[config.mk]
export PLATFORM = sky130hd
export DESIGN_NAME = lba_to_chs_translate
export DESIGN_NICKNAME = d
export VERILOG_FILES = /design/src/design/lct_pkg.sv /design/src/design/lct_front.sv /design/src/design/lct_cyl_div.sv /design/src/design/lct_head_div.sv /design/src/design/lba_to_chs_translate.sv
export VERILOG_INCLUDE_DIRS = /design/src /design/src/design
export SDC_FILE = /design/constraint.sdc
export NUM_CORES = 2
export LEC_CHECK = 0
export BUFFER_PORTS_ARGS = -buffer_cell sky130_fd_sc_hd__buf_2
export CAP_MARGIN = 25
export CORE_MARGIN = 5
export CORE_UTILIZATION = 50
export DETAILED_ROUTE_END_ITERATION = 12
export MAX_ROUTING_LAYER = met4
export PLACE_DENSITY_LB_ADDON = 0.2
export SLEW_MARGIN = 20
export SYNTH_ARGS = -nofsm -noshare
export SYNTH_HDL_FRONTEND = slang
export SYNTH_SLANG_ARGS = --single-unit
[constraint.sdc]
create_clock -name clk_i -period 66.8 [get_ports clk_i]
set_input_delay 0 -clock clk_i [delete_from_list [all_inputs] [get_ports clk_i]]
set_output_delay 0 -clock clk_i [all_outputs]
set_load 0.05 [all_outputs]
[src/design/lba_to_chs_translate_assert.svh]
// assertion macros for the translator rtl
`ifndef LBA_TO_CHS_TRANSLATE_ASSERT_SVH
`define LBA_TO_CHS_TRANSLATE_ASSERT_SVH

// condition implies consequence in the same cycle
`define LCT_ASSERT_IMPL(lbl, clk, rst_n, ante, cons) \
  lbl: assert property (@(posedge clk) disable iff (!(rst_n)) (ante) |-> (cons)) \
    else $error("lct assertion failed");

// condition implies consequence in the next cycle
`define LCT_ASSERT_NEXT(lbl, clk, rst_n, ante, cons) \
  lbl: assert property (@(posedge clk) disable iff (!(rst_n)) (ante) |=> (cons)) \
    else $error("lct assertion failed");

`endif

[src/design/lct_pkg.sv]
// shared types, constants and divider step functions for the lba to chs translator
package lct_pkg;

  localparam int LbaBits  = 32;
  localparam int CylBits  = 24;
  localparam int HeadBits = 8;
  localparam int SptBits  = 6;
  localparam int RemBits  = HeadBits + SptBits;
  localparam int CfgIdxBits  = 8;
  localparam int CfgDataBits = 8;

  localparam logic [LbaBits-1:0]  LbaLimit      = 32'd16450560;
  localparam logic [CylBits-1:0]  ClampCylinder = 24'd1022;
  localparam logic [HeadBits-1:0] ClampHead     = 8'd254;
  localparam logic [SptBits-1:0]  ClampSector   = 6'd63;
  localparam logic [HeadBits-1:0] HeadsReset    = 8'd255;
  localparam logic [SptBits-1:0]  SptReset      = 6'd63;

  // configuration register indexes
  localparam logic [CfgIdxBits-1:0] CfgHeadsIdx = 8'd0;
  localparam logic [CfgIdxBits-1:0] CfgSptIdx   = 8'd1;

  // special-case flags that ride along with each transaction
  typedef struct packed {
    logic clamped;
    logic err;
  } lct_ctrl_t;

  // cylinder divider stage: partial remainder and shifting dividend/quotient word
  typedef struct packed {
    lct_ctrl_t           ctrl;
    logic [RemBits-1:0]  div;
    logic [SptBits-1:0]  spt;
    logic [RemBits-1:0]  rem;
    logic [CylBits-1:0]  work;
  } lct_cyl_t;

  // head divider stage
  typedef struct packed {
    lct_ctrl_t           ctrl;
    logic [CylBits-1:0]  cyl;
    logic [SptBits-1:0]  spt;
    logic [SptBits-1:0]  rem;
    logic [HeadBits-1:0] work;
  } lct_head_t;

  // finished result
  typedef struct packed {
    logic [CylBits-1:0]  cylinder;
    logic [HeadBits-1:0] head;
    logic [SptBits-1:0]  sector;
    logic                clamped;
    logic                err;
  } lct_res_t;

  // one restoring division step for the cylinder quotient
  function automatic lct_cyl_t cyl_step(lct_cyl_t s);
    logic [RemBits:0] trial;
    logic             ge;
    lct_cyl_t         r;
    trial = {s.rem, s.work[CylBits-1]};
    ge = (trial >= {1'b0, s.div});
    r = s;
    r.rem = ge ? RemBits'(trial - {1'b0, s.div}) : trial[RemBits-1:0];
    r.work = {s.work[CylBits-2:0], ge};
    return r;
  endfunction

  // remainder top bits are already below spt since remainder < heads * spt
  function automatic lct_head_t head_init(lct_cyl_t s);
    lct_head_t r;
    r.ctrl = s.ctrl;
    r.cyl  = s.work;
    r.spt  = s.spt;
    r.rem  = s.rem[RemBits-1:HeadBits];
    r.work = s.rem[HeadBits-1:0];
    return r;
  endfunction

  // one restoring division step for the head quotient
  function automatic lct_head_t head_step(lct_head_t s);
    logic [SptBits:0] trial;
    logic             ge;
    lct_head_t        r;
    trial = {s.rem, s.work[HeadBits-1]};
    ge = (trial >= {1'b0, s.spt});
    r = s;
    r.rem = ge ? SptBits'(trial - {1'b0, s.spt}) : trial[SptBits-1:0];
    r.work = {s.work[HeadBits-2:0], ge};
    return r;
  endfunction

endpackage

[src/design/lct_front.sv]
// input stage: classify lba, form zero-based index and sectors per cylinder
module lct_front import lct_pkg::*; (
  input  logic                clk_i,
  input  logic                rst_ni,
  input  logic                en_i,
  input  logic                valid_i,
  input  logic [LbaBits-1:0]  lba_i,
  input  logic [HeadBits-1:0] heads_i,
  input  logic [SptBits-1:0]  spt_i,
  output logic                valid_o,
  output lct_cyl_t            stage_o
);

  logic          valid_q;
  lct_cyl_t      stage_d, stage_q;
  logic [LbaBits-1:0] idx;

  // decode special cases and prime the cylinder divider
  always_comb begin
    idx = lba_i - LbaBits'(1);
    stage_d.ctrl.clamped = (lba_i > LbaLimit);
    stage_d.ctrl.err = !stage_d.ctrl.clamped &&
                       ((lba_i == '0) || (heads_i == '0) || (spt_i == '0));
    stage_d.div  = {{SptBits{1'b0}}, heads_i} * {{HeadBits{1'b0}}, spt_i};
    stage_d.spt  = spt_i;
    stage_d.rem  = '0;
    stage_d.work = idx[CylBits-1:0];
  end

  always_ff @(posedge clk_i or negedge rst_ni) begin
    if (!rst_ni) begin
      valid_q <= 1'b0;
    end else if (en_i) begin
      valid_q <= valid_i;
    end
  end

  always_ff @(posedge clk_i) begin
    if (en_i) begin
      stage_q <= stage_d;
    end
  end

  assign valid_o = valid_q;
  assign stage_o = stage_q;

endmodule

[src/design/lct_cyl_div.sv]
// pipelined restoring divider, one cylinder quotient bit per stage
module lct_cyl_div import lct_pkg::*; (
  input  logic     clk_i,
  input  logic     rst_ni,
  input  logic     en_i,
  input  logic     valid_i,
  input  lct_cyl_t stage_i,
  output logic     valid_o,
  output lct_cyl_t stage_o
);

  logic [CylBits-1:0] valid_q;
  lct_cyl_t           stage_q [CylBits];

  // valid bits shift along with the data
  always_ff @(posedge clk_i or negedge rst_ni) begin
    if (!rst_ni) begin
      valid_q <= '0;
    end else if (en_i) begin
      valid_q <= {valid_q[CylBits-2:0], valid_i};
    end
  end

  // division stages
  always_ff @(posedge clk_i) begin
    if (en_i) begin
      stage_q[0] <= cyl_step(stage_i);
    end
  end

  for (genvar k = 1; k < CylBits; k++) begin : g_stage
    always_ff @(posedge clk_i) begin
      if (en_i) begin
        stage_q[k] <= cyl_step(stage_q[k-1]);
      end
    end
  end

  assign valid_o = valid_q[CylBits-1];
  assign stage_o = stage_q[CylBits-1];

endmodule

[src/design/lct_head_div.sv]
// pipelined restoring divider, remainder by sectors per track, one head bit per stage
module lct_head_div import lct_pkg::*; (
  input  logic      clk_i,
  input  logic      rst_ni,
  input  logic      en_i,
  input  logic      valid_i,
  input  lct_cyl_t  stage_i,
  output logic      valid_o,
  output lct_head_t stage_o
);

  logic [HeadBits-1:0] valid_q;
  lct_head_t           stage_q [HeadBits];

  // valid bits shift along with the data
  always_ff @(posedge clk_i or negedge rst_ni) begin
    if (!rst_ni) begin
      valid_q <= '0;
    end else if (en_i) begin
      valid_q <= {valid_q[HeadBits-2:0], valid_i};
    end
  end

  // first stage takes the cylinder remainder
  always_ff @(posedge clk_i) begin
    if (en_i) begin
      stage_q[0] <= head_step(head_init(stage_i));
    end
  end

  for (genvar k = 1; k < HeadBits; k++) begin : g_stage
    always_ff @(posedge clk_i) begin
      if (en_i) begin
        stage_q[k] <= head_step(stage_q[k-1]);
      end
    end
  end

  assign valid_o = valid_q[HeadBits-1];
  assign stage_o = stage_q[HeadBits-1];

endmodule

[src/design/lba_to_chs_translate.sv]
// throughput: one transaction per cycle while the skid register is empty, set by the 24 + 8 stage restoring dividers
// a stalled output fills a one-entry skid register, then the input stalls
// reset clears all valid bits and loads geometry 255 heads, 63 sectors per track
// top level of the lba to chs translator
module lba_to_chs_translate import lct_pkg::*; (
  input  logic                   clk_i,
  input  logic                   rst_ni,
  input  logic                   in_valid_i,
  output logic                   in_stall_o,
  input  logic [LbaBits-1:0]     lba_i,
  output logic                   out_valid_o,
  input  logic                   out_stall_i,
  output logic [CylBits-1:0]     cylinder_o,
  output logic [HeadBits-1:0]    head_o,
  output logic [SptBits-1:0]     sector_o,
  output logic [7:0]             packed_cylinder_o,
  output logic [7:0]             packed_head_o,
  output logic [7:0]             packed_sector_o,
  output logic                   clamped_o,
  output logic                   error_o,
  input  logic                   cfg_valid_i,
  output logic                   cfg_ready_o,
  input  logic [CfgIdxBits-1:0]  cfg_index_i,
  input  logic [CfgDataBits-1:0] cfg_data_i
);

`include "lba_to_chs_translate_assert.svh"

  logic [HeadBits-1:0] heads_q;
  logic [SptBits-1:0]  spt_q;
  logic                en;
  logic                front_valid, cyl_valid, head_valid;
  lct_cyl_t            front_stage, cyl_stage;
  lct_head_t           head_stage;
  lct_res_t            res;
  lct_res_t            out_q, skid_q;
  logic                out_valid_q, skid_full_q;
  logic                out_fire;

  // geometry registers
  assign cfg_ready_o = 1'b1;

  always_ff @(posedge clk_i or negedge rst_ni) begin
    if (!rst_ni) begin
      heads_q <= HeadsReset;
      spt_q   <= SptReset;
    end else if (cfg_valid_i) begin
      if (cfg_index_i == CfgHeadsIdx) begin
        heads_q <= cfg_data_i[HeadBits-1:0];
      end else if (cfg_index_i == CfgSptIdx) begin
        spt_q <= cfg_data_i[SptBits-1:0];
      end
    end
  end

  // whole pipeline advances unless the skid register is holding a result
  assign en         = !skid_full_q;
  assign in_stall_o = skid_full_q;

  lct_front u_front (
    .clk_i   (clk_i),
    .rst_ni  (rst_ni),
    .en_i    (en),
    .valid_i (in_valid_i),
    .lba_i   (lba_i),
    .heads_i (heads_q),
    .spt_i   (spt_q),
    .valid_o (front_valid),
    .stage_o (front_stage)
  );

  lct_cyl_div u_cyl_div (
    .clk_i   (clk_i),
    .rst_ni  (rst_ni),
    .en_i    (en),
    .valid_i (front_valid),
    .stage_i (front_stage),
    .valid_o (cyl_valid),
    .stage_o (cyl_stage)
  );

  lct_head_div u_head_div (
    .clk_i   (clk_i),
    .rst_ni  (rst_ni),
    .en_i    (en),
    .valid_i (cyl_valid),
    .stage_i (cyl_stage),
    .valid_o (head_valid),
    .stage_o (head_stage)
  );

  // final selection between computed, clamped and error results
  always_comb begin
    res.clamped = head_stage.ctrl.clamped;
    res.err     = head_stage.ctrl.err;
    if (head_stage.ctrl.clamped) begin
      res.cylinder = ClampCylinder;
      res.head     = ClampHead;
      res.sector   = ClampSector;
    end else if (head_stage.ctrl.err) begin
      res.cylinder = '0;
      res.head     = '0;
      res.sector   = '0;
    end else begin
      res.cylinder = head_stage.cyl;
      res.head     = head_stage.work;
      res.sector   = head_stage.rem + SptBits'(1);
    end
  end

  // output register with one-entry skid
  assign out_fire = out_valid_q && !out_stall_i;

  always_ff @(posedge clk_i or negedge rst_ni) begin
    if (!rst_ni) begin
      out_valid_q <= 1'b0;
      skid_full_q <= 1'b0;
    end else if (skid_full_q) begin
      if (out_fire) begin
        skid_full_q <= 1'b0;
      end
    end else if (!out_valid_q || out_fire) begin
      out_valid_q <= head_valid;
    end else if (head_valid) begin
      skid_full_q <= 1'b1;
    end
  end

  always_ff @(posedge clk_i) begin
    if (skid_full_q) begin
      if (out_fire) begin
        out_q <= skid_q;
      end
    end else if (!out_valid_q || out_fire) begin
      out_q <= res;
    end else if (head_valid) begin
      skid_q <= res;
    end
  end

  // result ports and mbr byte packing
  assign out_valid_o       = out_valid_q;
  assign cylinder_o        = out_q.cylinder;
  assign head_o            = out_q.head;
  assign sector_o          = out_q.sector;
  assign packed_cylinder_o = out_q.cylinder[7:0];
  assign packed_head_o     = out_q.head;
  assign packed_sector_o   = {out_q.cylinder[9:8], out_q.sector};
  assign clamped_o         = out_q.clamped;
  assign error_o           = out_q.err;

  // checks
  `LCT_ASSERT_IMPL(a_skid_needs_out, clk_i, rst_ni, skid_full_q, out_valid_q)
  `LCT_ASSERT_IMPL(a_flags_exclusive, clk_i, rst_ni, out_valid_o, !(clamped_o && error_o))
  `LCT_ASSERT_IMPL(a_err_zero, clk_i, rst_ni, out_valid_o && error_o,
                   (cylinder_o == '0) && (packed_sector_o == '0) && (head_o == '0))
  `LCT_ASSERT_IMPL(a_sector_nonzero, clk_i, rst_ni, out_valid_o && !error_o, sector_o != '0)
  `LCT_ASSERT_NEXT(a_skid_drains, clk_i, rst_ni, skid_full_q && !out_stall_i, !skid_full_q)

endmodule

# After elaboration in Yosys (flattened, before gate mapping)
# Memory sizes are Yosys's and may differ from the RTL's.
# Index checks and enable logic that the tools add are counted.
# totals
wordCells,157
ff_bits,175
memories,2
input_bits,53
output_inout_bits,67
mem_bits_rw,1808
# memory_table
memory,words,word_bits,rd,rd_ports_with_merged_regs,write_ports,line_no,rtl
u_cyl_div.stage_q,24,60,24,0,24,lct_cyl_div.sv:13,lct_cyl_t stage_q [CylBits];
u_head_div.stage_q,8,46,8,0,8,lct_head_div.sv:13,lct_head_t stage_q [HeadBits];
# op_classes
bitwise_logic,3
n_mul,1
magnitude_cmp,33
n_mux,42
addsub,34
eq_ne,2
reduce_logical,18
# op_table
operator,n
15-bit by 14-bit >= comparator with 1-bit output,23
14-bit two-way mux,24
14-bit subtractor,23
40-bit two-way mux,3
38-bit two-way mux,2
7-bit by 6-bit >= comparator with 1-bit output,8
6-bit two-way mux,8
6-bit subtractor,8
32-bit by 24-bit > comparator with 1-bit output (second input constant),1
32-bit zero test,1
24-bit by 1-bit subtractor with 24-bit output (second input constant),1
8-bit zero test,2
1-bit by 14-bit >= comparator with 1-bit output,1
8-bit by 6-bit multiplier with 14-bit output,1
1-bit by 14-bit subtractor with 14-bit output,1
8-bit by 1-bit == test with 1-bit output (second input constant),1
6-bit by 1-bit adder with 6-bit output (second input constant),1
6-bit zero test,1
2-bit AND reduction,3
3-bit AND reduction,2
1-bit two-way mux,5
1-bit zero test,3
1-bit logical OR,3
1-bit NOT,3
other kinds (3),4

# Logic depth before layout (Yosys ltp)
# An unclocked memory read counts as a cell.
# depth
ltp_word,6
ltp_mapped,16
ltp_nobuf,15

# Hierarchy
# Synthesis repeated with hierarchy kept, for this count alone.
# hier_totals
cells_unflattened,5887
hier_area_um2,87564.0
# modules_own_cells
module,area_each_um2,seq_area_each_um2,n_inst,cells_per_inst
lct_cyl_div,65384.0,43842.0,1,4524
lct_head_div,14503.9,11250.8,1,787
lba_to_chs_translate,4130.2,2820.2,1,257
lct_front,3545.9,1406.3,1,319

# Least setup slack after synthesis
# OpenSTA, ideal clock, no wires.
# synth_timing
path_type,reg2reg
from,register skid_full_q (netlist: in_stall_o)
to,register skid_full_q (netlist: in_stall_o)
synth_period_minus_slack_ns,57.337
setup_ns,2.253
n_path_buf,1
slack_ns,9.463
arrival_time_ns,55.085
stages_incl_launch_ff,5
t_required_ns,64.547
cell_sequence,dfrtp_1 -> inv_1 -> buf_1 -> o21a_1 -> a21oi_1
# synth_via
elab_chain_cells,1
# synth_lines
element,line_no,rtl
from (decl),lba_to_chs_translate.sv:37,"logic out_valid_q, skid_full_q;"
from (signal assigned),lba_to_chs_translate.sv:117,skid_full_q <= 1'b0;
from (signal assigned),lba_to_chs_translate.sv:120,skid_full_q <= 1'b0;
from (signal assigned),lba_to_chs_translate.sv:125,skid_full_q <= 1'b1;
1-bit two-way mux,lba_to_chs_translate.sv:118,end else if (skid_full_q) begin
# No other way between the ends.
# A chain may end at the register's enable or synchronous reset.

==> summary.txt <==
Run status
  • Outcome: complete, no violations

Layout
  • Footprint of the multi-input gates: 23900 um^2
  • Area Growth Syn to Fin: 12.6%
  • Number of fillers in the final layout: 13300
  • Fraction of final layout cells sized beyond drive strength 1: between 10% and 20%
  • Non-filler cells, final: between 8000 and 9000
  • Final Core Density: 56.6%
  • Layout Nets: about 6600
  • Register area: 58700 um^2

Clock tree
  • Clock root buffer: clkbuf_16
  • TritonCTS buffer count: between 150 and 200
  • CTS Buffer Depth: 3
  • Post-CTS setup buffer count: 0
  • CTS tree: built
  • H-tree depth: 4
  • Clock Sinks: approximately 2000
  • Latest clock arrival within the worst-skew pair: 0.83 ns
  • Worst-path clk slew: ~0.060 ns

Drt
  • ANT nets after route: 0
  • First DRT Iteration DRCs: about 2900
  • WL/cell: about 17 um
  • DR DRC count: 0
  • Drt pass-1 iters: 5
  • Via count: approximately 45000
  • Total wire length: ~140 mm
  • Vias/cell: ~5.3

STA
  • Final setup TNS: 0 ns
  • Skew final: 0.0328 ns
  • Final hold vios: 0
  • RSZ-0062 raised after global routing: false
  • Slew Limit Fails: 0
  • F_max: around 150 MHz
  • Final Critical Period: about 6.6 ns
  • Final worst path period share: between 9 and 10%
  • Rel. slew slack: approximately 34%
  • Final setup fails: 0
  • Worst-Margin Slew: slightly below 1 ns

Synth
  • Mapped Nets: roughly 6300
  • Async SR Flop Fraction: ~2.5%
  • Ys Warns: 0
  • Most frequent cells after synthesis: 1914 x edfxtp_1, 572 x inv_1, 396 x ha_1, 300 x nor2_1, 279 x nand2_1
  • Syn_area_per_cell: around 15 um^2
  • Register area share after synthesis: 68.9%
  • Post-synth EDFFs: 1914
  • Synthesized area: 85300 um^2
  • Most frequent cell after synthesis: edfxtp_1
  • Synth Instances: between 5000 and 6000
  • Post-synth top area share: about 67%
  • Area contributors post-synth: edfxtp_1 67%, ha_1 5.8%, mux2_2 2.6%
  • Ys flop type: edfxtp_1
  • Post-synth top area cell: edfxtp_1
  • Cell variety after synth: between 80 and 90
  • Post-synthesis register bit count: 1963

Floorplan
  • Die Area: roughly 180000 um^2
  • Core footprint: 169000 um^2
  • Initial Util: between 50% and 60%
  • Die H: approximately 420 um
  • Row cnt: around 150
  • IO Pins: 120
  • Die Span X: 423 um

GRT
  • Vias in the first global route: 44200
  • Total grt overflow: 0
  • Pin count of the biggest net entering global routing: 180
  • GRT Util Overall: between 10% and 20%
  • First-pass GRT wire length: ~230 mm
  • Initial antenna violation count: 1

Worst setup path
  • Required @ worst endpoint: ~67 ns
  • Crit path max fanout: roughly 180
  • Crit end category: flop
  • Crit path launch type: flop
  • WS Path Type: reg -> reg
  • Critical path arrival: 7.01 ns

Worst hold path
  • Worst Hold Class: in -> reg

Placement
  • Post-placement cell count: roughly 8000
  • HPWL Detailed: about 98 mm
  • Routability congestion estimate: about 0.87
  • Port buffer count: approximately 120

Run
  • Max-cap violations: 0
[metal layers]
layer	part of all wire, %	track usage [%]
met4	2.6	4.95
met2	48	26.4
met3	3.9	2.73
met5	0	-
met1	46	21.5
[stage by stage]
stage / hold slack (ns) / cell area (um^2) / setup slack [ns]
final: 0.0920 / 96000 / 60.22
after global routing: 0.0698 / 96000 / 59.67
after CTS: 0.00266 / 95900 / 60.10
after detailed placement: 0.178 / 88400 / 60.12
after global placement: 0.165 / 88400 / 60.27
after floorplan: -0.296 / 85300 / 9.46
[layout make-up]
| class | count | area share [%] |
|---|---|---|
| Sequential cell | 1963 | 61.2 |
| Multi-Input combinational cell | 3110 | 24.9 |
| Clock buffer | 232 | 5.37 |
| Tap cell | 2218 | 2.89 |
| Inverter | 579 | 2.27 |
| Timing Repair Buffer | 246 | 1.97 |
| Clock inverter | 132 | 1.43 |
| Antenna cell | 2 | 0.00521 |
[what timing repair did]
| action | 4_1_cts | 5_1_grt |
|---|---|---|
| endpoints found under the hold margin | 131 | 0 |
| resized for setup | 0 | 0 |
| hold buffers | 89 | 0 |
[logic make-up (layout without fill, tap and decap cells)]
logic type	Yosys count	count (layout)	share of synthesized area (%)
DFF	1963	1963	68.9
AOI/OAI and AO/OA	1004	1004	7.82
and+or+nand+nor	1063	1063	6.01
other	1	3	0.00440
buffers and inverters	674	1189	3.15
adders and majority gates	452	452	7.13
xor gates and xnor gates	231	231	2.37
muxes	359	359	4.65
[placed cells by master (no fill, tap or decap), types with 34 or more instances in the layout]
master and instances:
edfxtp_1 1914, inv_1 571, ha_1 396, nor2_1 300
nand2_1 279, a21oi_1 236, clkbuf_16 200, mux2_2 198
o21ai_0 187, xnor2_1 151, a21o_1 118, buf_2 118
mux2_1 97, o21a_1 90, dlygate4sd3_1 89, nor3_1 88
xor2_1 80, nand3_1 71, nor2b_1 66, mux2i_1 64
fa_1 56, and2_1 51, nand2b_1 49, a211oi_1 49
nand4_1 44, clkinv_2 41, clkinv_1 36, a21boi_0 34
dfrtp_1 34
[critical path, cell delays in order, from the launching register on]
cell and delay, ns:
dfrtp_2 0.71, inv_8 0.66, buf_4 0.73, buf_12 0.70, buf_4 0.74, buf_4 0.69
buf_12 0.57, buf_4 0.83
[registers in the layout, summed over array words and instances, names as in the netlist]
register and count:
in_stall_o 1, u_cyl_div.stage_q 1426, u_front.valid_o 1, u_cyl_div.valid_q 24, cylinder_o 24, head_o 8, heads_q 8, sector_o 6
out_valid_o 1, u_head_div.valid_q 8, u_head_div.stage_q 362, skid_q 40, spt_q 6, clamped_o 1, u_front.stage_o 46, error_o 1
[final timing paths]
check                      slack, ns                        end  cells after the start                 startpoint
max in group asynchronous      65.95                 in_stall_o                      4                     rst_ni
setup / recovery               60.22    u_cyl_div.stage_q[0][6]                      7                 in_stall_o
setup reg to reg               60.22    u_cyl_div.stage_q[0][6]                      7                 in_stall_o
hold reg to reg                 0.40  u_cyl_div.stage_q[1][320]                      0  u_cyl_div.stage_q[1][259]
min in group asynchronous       0.38      u_head_div.valid_q[4]                      4                     rst_ni
hold / removal                  0.09        u_front.stage_o[59]                      4                  lba_i[31]
Power is left out: the tool's default activity adds up to more than one toggle a clock period on the data nets, which glitch-free logic cannot reach.
